`config.mk`:
```
export PLATFORM = sky130hd
export DESIGN_NAME = bpa_ctrl
export DESIGN_NICKNAME = d
export VERILOG_FILES = /design/src/hdl/bpa_pkg.sv /design/src/hdl/bpa_ctrl.sv
export SDC_FILE = /design/constraint.sdc
export NUM_CORES = 1
export LEC_CHECK = 0
export BUFFER_PORTS_ARGS = -buffer_cell sky130_fd_sc_hd__clkbuf_2
export CORE_AREA = 2 2 39 41
export CTS_BUF_LIST = sky130_fd_sc_hd__clkbuf_4
export CTS_CLUSTER_SIZE = 28
export DETAILED_ROUTE_END_ITERATION = 10
export DIE_AREA = 0 0 41 43
export GPL_TIMING_DRIVEN = 0
export SYNTH_ARGS = -nofsm -noshare
export SYNTH_HDL_FRONTEND = slang
export SYNTH_SLANG_ARGS = --single-unit
```
`constraint.sdc`:
```
create_clock -name clk -period 1.65 [get_ports clk]
set_clock_uncertainty 0.15 [all_clocks]
set_input_delay 0.165 -clock clk [delete_from_list [all_inputs] [get_ports clk]]
set_output_delay 0.165 -clock clk [all_outputs]
set_load 0.01 [all_outputs]
```
`src/hdl/bpa_pkg.sv`:
```
// shared types, constants and helpers of the bitmap page allocator
`default_nettype none

package bpa_pkg;

    localparam int WORD_BITS        = 64;
    localparam int OFF_W            = 6;
    localparam int SIZE_W           = 7;
    localparam int PAGE_W           = 15;
    localparam int WIU_W            = 10;
    localparam int BITMAP_WORDS_DEF = 512;

    localparam logic [WIU_W-1:0]  WIU_RESET = 10'd512;
    localparam logic [SIZE_W-1:0] SIZE_MAX  = 7'd64;

    localparam logic MODE_ALLOC = 1'b0;
    localparam logic MODE_FREE  = 1'b1;

    typedef struct packed {
        logic              mode;
        logic [SIZE_W-1:0] size_pages;
        logic [PAGE_W-1:0] page_index;
    } req_t;

    typedef struct packed {
        logic              ok;
        logic [PAGE_W-1:0] page_start;
    } rsp_t;

    typedef enum logic [2:0] {
        ST_CLEAR,
        ST_IDLE,
        ST_SCAN,
        ST_ALLOC_WR,
        ST_FREE_RD,
        ST_FREE_WR
    } state_t;

    // controller to datapath
    typedef struct packed {
        logic accept;
        logic clear;
        logic scan;
        logic alloc_wr;
        logic free_rd;
        logic free_wr;
        logic finish;
        logic fin_ok;
        logic fin_alloc;
    } ctrl_cmd_t;

    // datapath to controller
    typedef struct packed {
        logic size_ok;
        logic is_free;
        logic free_in_range;
        logic found;
        logic exhausted;
        logic clear_last;
    } ctrl_stat_t;

    // low run of ones, whole word for 64 or more
    function automatic logic [WORD_BITS-1:0] run_mask(input logic [SIZE_W-1:0] size);
        logic [WORD_BITS-1:0] m;
        if (size >= SIZE_MAX)
        begin
            m = '1;
        end
        else
        begin
            m = (64'd1 << size) - 64'd1;
        end
        return m;
    endfunction

endpackage

`default_nettype wire

```
`src/hdl/bpa_ctrl.sv`:
```
// controller state machine of the bitmap page allocator
`default_nettype none

module bpa_ctrl
    import bpa_pkg::*;
(
    input  wire logic       clk,
    input  wire logic       rst_n,
    input  wire logic       start,
    input  wire ctrl_stat_t stat,
    output ctrl_cmd_t       cmd,
    output logic            busy
);

    state_t state_reg;
    state_t state_next;

    always_ff @(posedge clk or negedge rst_n)
    begin
        if (!rst_n)
        begin
            state_reg <= ST_CLEAR;
        end
        else
        begin
            state_reg <= state_next;
        end
    end

    always_comb
    begin
        state_next = state_reg;
        unique case (state_reg)
            ST_CLEAR:
            begin
                if (stat.clear_last)
                begin
                    state_next = ST_IDLE;
                end
            end
            ST_IDLE:
            begin
                if (start && stat.size_ok)
                begin
                    if (!stat.is_free)
                    begin
                        state_next = ST_SCAN;
                    end
                    else if (stat.free_in_range)
                    begin
                        state_next = ST_FREE_RD;
                    end
                end
            end
            ST_SCAN:
            begin
                if (stat.found)
                begin
                    state_next = ST_ALLOC_WR;
                end
                else if (stat.exhausted)
                begin
                    state_next = ST_IDLE;
                end
            end
            ST_ALLOC_WR: state_next = ST_IDLE;
            ST_FREE_RD:  state_next = ST_FREE_WR;
            ST_FREE_WR:  state_next = ST_IDLE;
            default:     state_next = ST_IDLE;
        endcase
    end

    always_comb
    begin
        cmd  = '0;
        busy = 1'b1;
        unique case (state_reg)
            ST_CLEAR:
            begin
                cmd.clear = 1'b1;
            end
            ST_IDLE:
            begin
                busy = 1'b0;
                if (start)
                begin
                    cmd.accept = 1'b1;
                    // bad size or free beyond the heap answers at once
                    if (!stat.size_ok || (stat.is_free && !stat.free_in_range))
                    begin
                        cmd.finish = 1'b1;
                    end
                end
            end
            ST_SCAN:
            begin
                cmd.scan = 1'b1;
                if (!stat.found && stat.exhausted)
                begin
                    cmd.finish = 1'b1;
                end
            end
            ST_ALLOC_WR:
            begin
                cmd.alloc_wr  = 1'b1;
                cmd.finish    = 1'b1;
                cmd.fin_ok    = 1'b1;
                cmd.fin_alloc = 1'b1;
            end
            ST_FREE_RD:
            begin
                cmd.free_rd = 1'b1;
            end
            ST_FREE_WR:
            begin
                cmd.free_wr = 1'b1;
                cmd.finish  = 1'b1;
                cmd.fin_ok  = 1'b1;
            end
            default:
            begin
                cmd = '0;
            end
        endcase
    end

endmodule

`default_nettype wire

```
# After elaboration in Yosys (flattened, before gate mapping)
# Index checks and enable logic that the tools add are counted.
[op_classes] eq_ne=9 n_mux=20 n_reduce_logical=10
[op_table] cell="two-way mux 3 bit" count=6
[op_table] cell="two-way mux 1 bit" count=12
[op_table] cell="one-hot mux 3 bit (4 select lines)" count=1
[op_table] cell="== test 3 x 2 -> 1 bit (second input constant)" count=2
[op_table] cell="== test 3 bit (second input constant)" count=2
[op_table] cell="inequality test 3 bit (second input constant)" count=2
[op_table] cell="inequality test 2 bit (second input constant)" count=2
[op_table] cell="AND reduction 4 bit" count=1
[op_table] cell="== test 3 x 1 -> 1 bit (second input constant)" count=1
[op_table] cell="logical AND 1 bit" count=3
[op_table] cell="logical NOT 1 bit" count=3
[op_table] cell="logical NOT 3 bit" count=1
[op_table] cell="one-hot mux 1 bit (3 select lines)" count=1
[op_table] cell="OR reduction 2 bit" count=1
[op_table] cell="logical OR 1 bit" count=1
[word_totals] reg_bits=3 inputBits=9 output_inout_bits=10 word_cells=40

# Logic depth before layout (Yosys ltp)
# Gate-level depths: netlist of the first run.
[depth] depth_word=6 ltp_mapped=4 mapped_depth_nobuf=3

# Least setup slack after synthesis of the first run
# No wires, ideal clock.
[synth_path] path_kind="reg2out" startpoint="register state_reg[2]" endpoint="output port cmd[5] (netlist bit)" arrival_time_ns=1.035 t_required_ns=1.335 path_slack_ns=0.300 path_stages_with_launch=5 n_path_buf=2 cell_sequence="dfrtp_1 -> buf_6 -> and2b_2 -> and2_2 -> buf_4"
[synth_lines] item="start: declaration" line="bpa_ctrl.sv:15" text="state_t state_reg;"
[synth_lines] item="start signal: assignment" line="bpa_ctrl.sv:26" text="state_reg <= state_next;"
[synth_lines] item="end: declaration" line="bpa_ctrl.sv:11" text="output ctrl_cmd_t cmd,"

==> results of run 1 <==
==> metal layers <==
layer / up-vias / GRT usage [%] / routed length, um
met5: - / 0 / 0
met1: 148 / 9.740 / 293
met2: 9 / 15.63 / 374
met4: 0 / 8.000 / 0
met3: 0 / 4.712 / 40
li1: 169 / - / -
==> worst paths after layout <==
check	from	end	cells past startpoint
worst min-delay path	stat[4]	state_reg[1]	2
max in group asynchronous	rst_n	state_reg[0]	2
worst min register to register	state_reg[1]	state_reg[1]	2
min in group asynchronous	rst_n	state_reg[2]	2
worst max register to register	state_reg[2]	state_reg[2]	5
worst max-delay path	state_reg[2]	cmd[5]	5
==> timing repair <==
item,in CTS,in global routing
resized for setup,2,7
gates cloned,0,0
endpoints found under the hold margin,3,0
hold buffers,1,0
pin swaps,0,3
buffers inserted,2,1
setup endpoints to repair,1,4
==> cells by family (layout without fill, tap and decap cells) <==
kind of cell,count (synthesis),count (layout),share of synthesized area [%]
and+or+nand+nor,17,17,39.49
AOI/OAI and AO/OA,8,8,21.01
buffers and inverters,5,31,11.34
DFF,3,3,25.21
xor gates and xnor gates,1,1,2.942
==> stage by stage <==
| step | area, um^2 | TNS [ns] | power [uW] | cells |
|---|---|---|---|---|
| finish | 489.2 | 0 | 364.1 | 76 |
| global route | 489.2 | -0.001836 | 399.2 | 76 |
| CTS | 465.4 | 0 | 360.8 | 75 |
| detailed placement | 407.9 | 0 | 200.7 | 68 |
| global placement | 407.9 | 0 | 199.5 | 68 |
| floorplan | 297.8 | 0 | 158.5 | 34 |
==> power groups by stage <==
stage | clock (uW) | sequential [uW] | combinational [uW]
2_1_floorplan | 0 | 87.0 | 71.5
3_3_place_gp | 0 | 89.1 | 110
3_5_place_dp | 0 | 89.0 | 112
4_1_cts | 150 | 84.2 | 127
5_1_grt | 164 | 84.8 | 151
6_report | 142 | 84.1 | 138
==> cell type report <==
| cell class | instances | area, um^2 | share of cell area [%] |
|---|---|---|---|
| sequential | 3 | 76.32 | 15.60 |
| clock buffer | 4 | 30.03 | 6.138 |
| buffer | 3 | 26.28 | 5.371 |
| inverter | 2 | 7.507 | 1.535 |
| timing repair buffer | 22 | 138.9 | 28.39 |
| multi-input combinational | 26 | 190.2 | 38.87 |
| tap | 16 | 20.02 | 4.092 |
==> cells in the final DEF (no fill, tap or decap), types with 2 or more instances in the layout <==
| cell type | count |
|---|---|
| buf_2 | 2 |
| inv_1 | 2 |
| buf_6 | 4 |
| clkbuf_2 | 14 |
| buf_4 | 4 |
| clkbuf_4 | 4 |
| dfrtp_1 | 2 |
| nor2_1 | 4 |
| and2_1 | 2 |
| a21oi_1 | 3 |
==> impl_metrics.json, run 1 <==
{
  "status": "complete, no violations",
  "rows": 14,
  "pwr-share-clk_pct": 39.1,
  "clockBufferDepth": 2,
  "clk_pin_slew_worst_paths_ns": 0.04,
  "drive_above_1_share_pct": 61.67,
  "p_int_uw": 262.2,
  "synth_area_um2": 297.8,
  "wl_per_cell_um": 9.316,
  "drt_pass1_iterations": 4,
  "worstPathMaxFanout": 3,
  "grt_pass1_vias": 295,
  "yosysTopAreaCellShare_pct": 25.21,
  "nets": 70,
  "track_usage_pct": 10.17,
  "crit_family": "simple AND/OR/NAND/NOR gates",
  "initial_core_util_pct": 21.52,
  "cts_made_buffers": 3,
  "root_buffer": "clkbuf_4",
  "cp_num_buf_inv": 3,
  "cpMostUsedCell": "buf_6",
  "num-fill-cells": 148,
  "hpwl_um": 575.1,
  "antenna_found_initial": 0,
  "cts.sinks": 3,
  "post-route-min-period_ns": 1.590,
  "setup_viol": 0,
  "h-tree-depth": 1,
  "fin_crit_sh_pct": 96.38,
  "switching_share_pct": 28.01,
  "coreArea_um2": 1384,
  "relSlewSlack_pct": 84.31,
  "peakVddDrop_mv": 0.3172,
  "regToRegSetupSlack_ns": 0.32,
  "ys.flop_type": "dfrtp_1",
  "p_switching_uw": 102.0,
  "path_class": "flip-flop to primary output",
  "yosys.cell_count.top_type": "nor2_1",
  "cts_tree": "yes",
  "initialDrtViolationCount": 4,
  "clk_latency_ns": 0.23,
  "ant_nets": 0,
  "wl_um": 708,
  "ys_ff_latch": 3,
  "gr-total-overflow": 0,
  "route.vias.total": 326,
  "fp.dieW_um": 41,
  "yosysTopAreaCell": "dfrtp_1",
  "synthTopCellsByArea": "dfrtp_1 25%, a21oi_1 5.0%, buf_4 5.0%, nor2_1 5.0%, nand2b_4 4.6%",
  "seq_power_share_pct": 23.1,
  "final_hold_viol_count": 0,
  "place_worst_setup_slack_ns": 0.2016,
  "p_per_area_nw_per_um2": 744.3,
  "area_growth_syn_to_layout_pct": 64.29,
  "power_frac_comb_pct": 37.8,
  "cpMaxStageDelayCell": "dfrtp_1",
  "largest_register_ffs": 3,
  "syn_nets": 43,
  "hold_path_class": "input pin to flip-flop",
  "grt_max_degree": 11,
  "die_area_um2": 1763,
  "synth-edff-count": 0,
  "max_stage_delay_ns": 0.36,
  "grt_pass1_wl_um": 1138,
  "diodes": 0,
  "tightest_slew_ns": 0.2329,
  "cp-start-kind": "flip-flop",
  "fmax_mhz": 628.8,
  "layout_setup_ws_ns": 0.05966,
  "io-pin-count": 19,
  "synth_cell_type_count": 24,
  "cp.arrival_ns": 1.28,
  "dieHeight_um": 43,
  "gp_congestion": 0.6972,
  "portBuffers": 18,
  "end_kind": "primary output",
  "yosys_warnings": 0,
  "ys_seq_area_share_pct": 25.21,
  "synthCells": 34,
  "cap_violations": 0,
  "syn_area_per_cell_um2": 8.758,
  "yosys-top-cells-count": "4 x nor2_1, 3 x a21oi_1, 3 x dfrtp_1",
  "final_util_pct": 35.35,
  "drv_slew": 0,
  "worstPathCellList": "buf_6 > and2b_2 > and2_4 > buf_4 > buf_6",
  "synthArstFlopShare_pct": 100.0,
  "leakagePower_uw": 0.0002640,
  "viasPerCell": 4.289,
  "crit_required_ns": 1.33,
  "timing.hold.ws_ns": 0.01794,
  "drc": 0
}
(Power assumes the default switching activity.)
==> run 2, diff against run 1 <==
--- a/config.mk
+++ b/config.mk
@@ -8,10 +8,12 @@
 export BUFFER_PORTS_ARGS = -buffer_cell sky130_fd_sc_hd__clkbuf_2
 export CORE_AREA = 2 2 39 41
 export CTS_BUF_LIST = sky130_fd_sc_hd__clkbuf_4
+export CTS_CLUSTER_DIAMETER = 60
 export CTS_CLUSTER_SIZE = 28
 export DETAILED_ROUTE_END_ITERATION = 10
 export DIE_AREA = 0 0 41 43
 export GPL_TIMING_DRIVEN = 0
+export PLACE_DENSITY = 0.55
 export SYNTH_ARGS = -nofsm -noshare
 export SYNTH_HDL_FRONTEND = slang
 export SYNTH_SLANG_ARGS = --single-unit
==> run 2 against run 1 <==
  * Core utilization down 0.090 points
  * First-iteration DRC count down 100%
  * Non-clock buffer count down 2
  * Fmax down 1.1%
  * Register-to-register slack better by 0.07 ns
  * Total power down 0.24%
  * Worst setup slack worse by 0.017 ns
  * Critical path depth down 1
  * Sequential power about the same
  * Largest cell class unchanged
==> impl_metrics.json, run 2 (synthesized netlist as in run 1, its figures left out) <==
{
  "setup.worst_path.start": "state_reg[2]",
  "fp.dieW_um": 41,
  "crit_end": "cmd[2]",
  "diodes": 0,
  "relSlewSlack_pct": 85.79,
  "rsz0062_at_grt": "no",
  "clk_pin_slew_worst_paths_ns": 0.03,
  "gr-total-overflow": 0,
  "clockBufferDepth": 2,
  "drive_above_1_share_pct": 62.07,
  "cp.arrival_ns": 1.29,
  "max_stage_delay_ns": 0.36,
  "mostFrequentLayoutCells": "15 x clkbuf_2, 4 x buf_6, 4 x nor2_1, 4 x clkbuf_4, 3 x a21oi_1",
  "hpwl_um": 537.4,
  "setup_viol": 0,
  "cts.sinks": 3,
  "fin_crit_sh_pct": 97.42,
  "grt_pass1_vias": 304,
  "final_hold_viol_count": 0,
  "worstPathCellList": "buf_6 > buf_6 > o31a_4 > buf_6",
  "end_kind": "primary output",
  "ant_nets": 0,
  "status": "complete, no violations",
  "track_usage_pct": 9.960,
  "tightest_slew_ns": 0.2110,
  "fmax_mhz": 622.1,
  "nets": 68,
  "grt_max_degree": 11,
  "gp_congestion": 0.6644,
  "wl_per_cell_um": 9.446,
  "cap_violations": 0,
  "timing.hold.ws_ns": 0.01686,
  "initial_core_util_pct": 21.52,
  "initialDrtViolationCount": 0,
  "drt_pass1_iterations": 1,
  "r2r-start": "state_reg[2]",
  "crit_required_ns": 1.33,
  "p_per_area_nw_per_um2": 744.5,
  "h-tree-depth": 1,
  "largest_register_ffs": 3,
  "drv_slew": 0,
  "leakagePower_uw": 0.0002581,
  "wl_um": 699,
  "area_growth_syn_to_layout_pct": 63.87,
  "reg2reg_depth": 4,
  "cts_made_buffers": 3,
  "hold_path_class": "input pin to flip-flop",
  "coreArea_um2": 1384,
  "cts_tree": "yes",
  "r2r-end": "state_reg[1]",
  "portBuffers": 18,
  "cpMostUsedCell": "buf_6",
  "cp-start-kind": "flip-flop",
  "route.vias.total": 326,
  "io-pin-count": 19,
  "hold_start": "stat[4]",
  "grt_pass1_wl_um": 1193,
  "worstPathMaxFanout": 8,
  "dieHeight_um": 43,
  "viasPerCell": 4.405,
  "final_common_cell": "clkbuf_2",
  "root_buffer": "clkbuf_4",
  "drc": 0,
  "antenna_found_initial": 0,
  "finalSetupTns_ns": 0,
  "path_class": "flip-flop to primary output",
  "cpMaxStageDelayCell": "dfrtp_1",
  "rows": 14,
  "regToRegSetupSlack_ns": 0.39,
  "peakVddDrop_mv": 0.3389,
  "post-route-min-period_ns": 1.607,
  "clk_latency_ns": 0.23,
  "die_area_um2": 1763
}
==> run 2: layout make-up <==
cell class,count,area (um^2)
clock buffer,4,30.03
buffer,2,18.77
fill,159,895.9
inverter,2,7.507
multi-input combinational,26,203.9
tap,16,20.02
sequential,3,76.32
timing repair buffer,21,131.4
==> run 2: how the worst min path moves through the flow <==
stage,slack [ns],endpoint,cells after the start
after floorplan,-0.28,state_reg[0],0
after global placement,-0.19,state_reg[2],1
after detailed placement,-0.19,state_reg[2],1
after CTS,0.01,state_reg[1],2
after global routing,0.02,state_reg[1],2
final,0.02,state_reg[1],2
==> run 2: metrics by stage <==
stage               total power (uW)  instance area [um^2]  setup slack, ns  utilization [%]  cells
floorplan                      158.5                 297.8           0.2997                -     34
global placement               200.0                 407.9           0.2018            29.48     68
detailed placement             201.1                 407.9           0.1881            29.48     68
CTS                            358.9                 464.2         0.001154            33.54     75
global route                   398.8                 488.0         0.001133            35.26     74
finish                         363.3                 488.0          0.04258            35.26     74
==> run 2: critical path: cells and delay by family (launching register included) <==
family                 cells  cell delay [ns]
flip-flops                 1             0.36
buffers and inverters      3             0.37
AO/OA/AOI/OAI              1             0.34
==> run 2: routing by layer <==
layer	wire length (um)	track usage (%)	vias to the layer above
met1	258	12.30	152
met4	0	6.000	0
met3	30	3.141	0
met5	0	0	-
met2	411	14.37	7
li1	-	-	167
==> run 2: repair_timing <==
item	CTS	global route
pin swaps	0	1
endpoints found under the hold margin	3	0
endpoints found under the setup margin	1	4
buffers inserted	2	0
resized for setup	1	10
hold buffers	1	0
==> run 2: power by group <==
group / internal (uW) / total (uW) / switching [uW] / leakage [uW]
sequential: 80.4 / 84.1 / 3.76 / 0.0000369
combinational: 73.8 / 138 / 64.0 / 0.000203
clock: 107 / 141 / 34.6 / 0.0000184
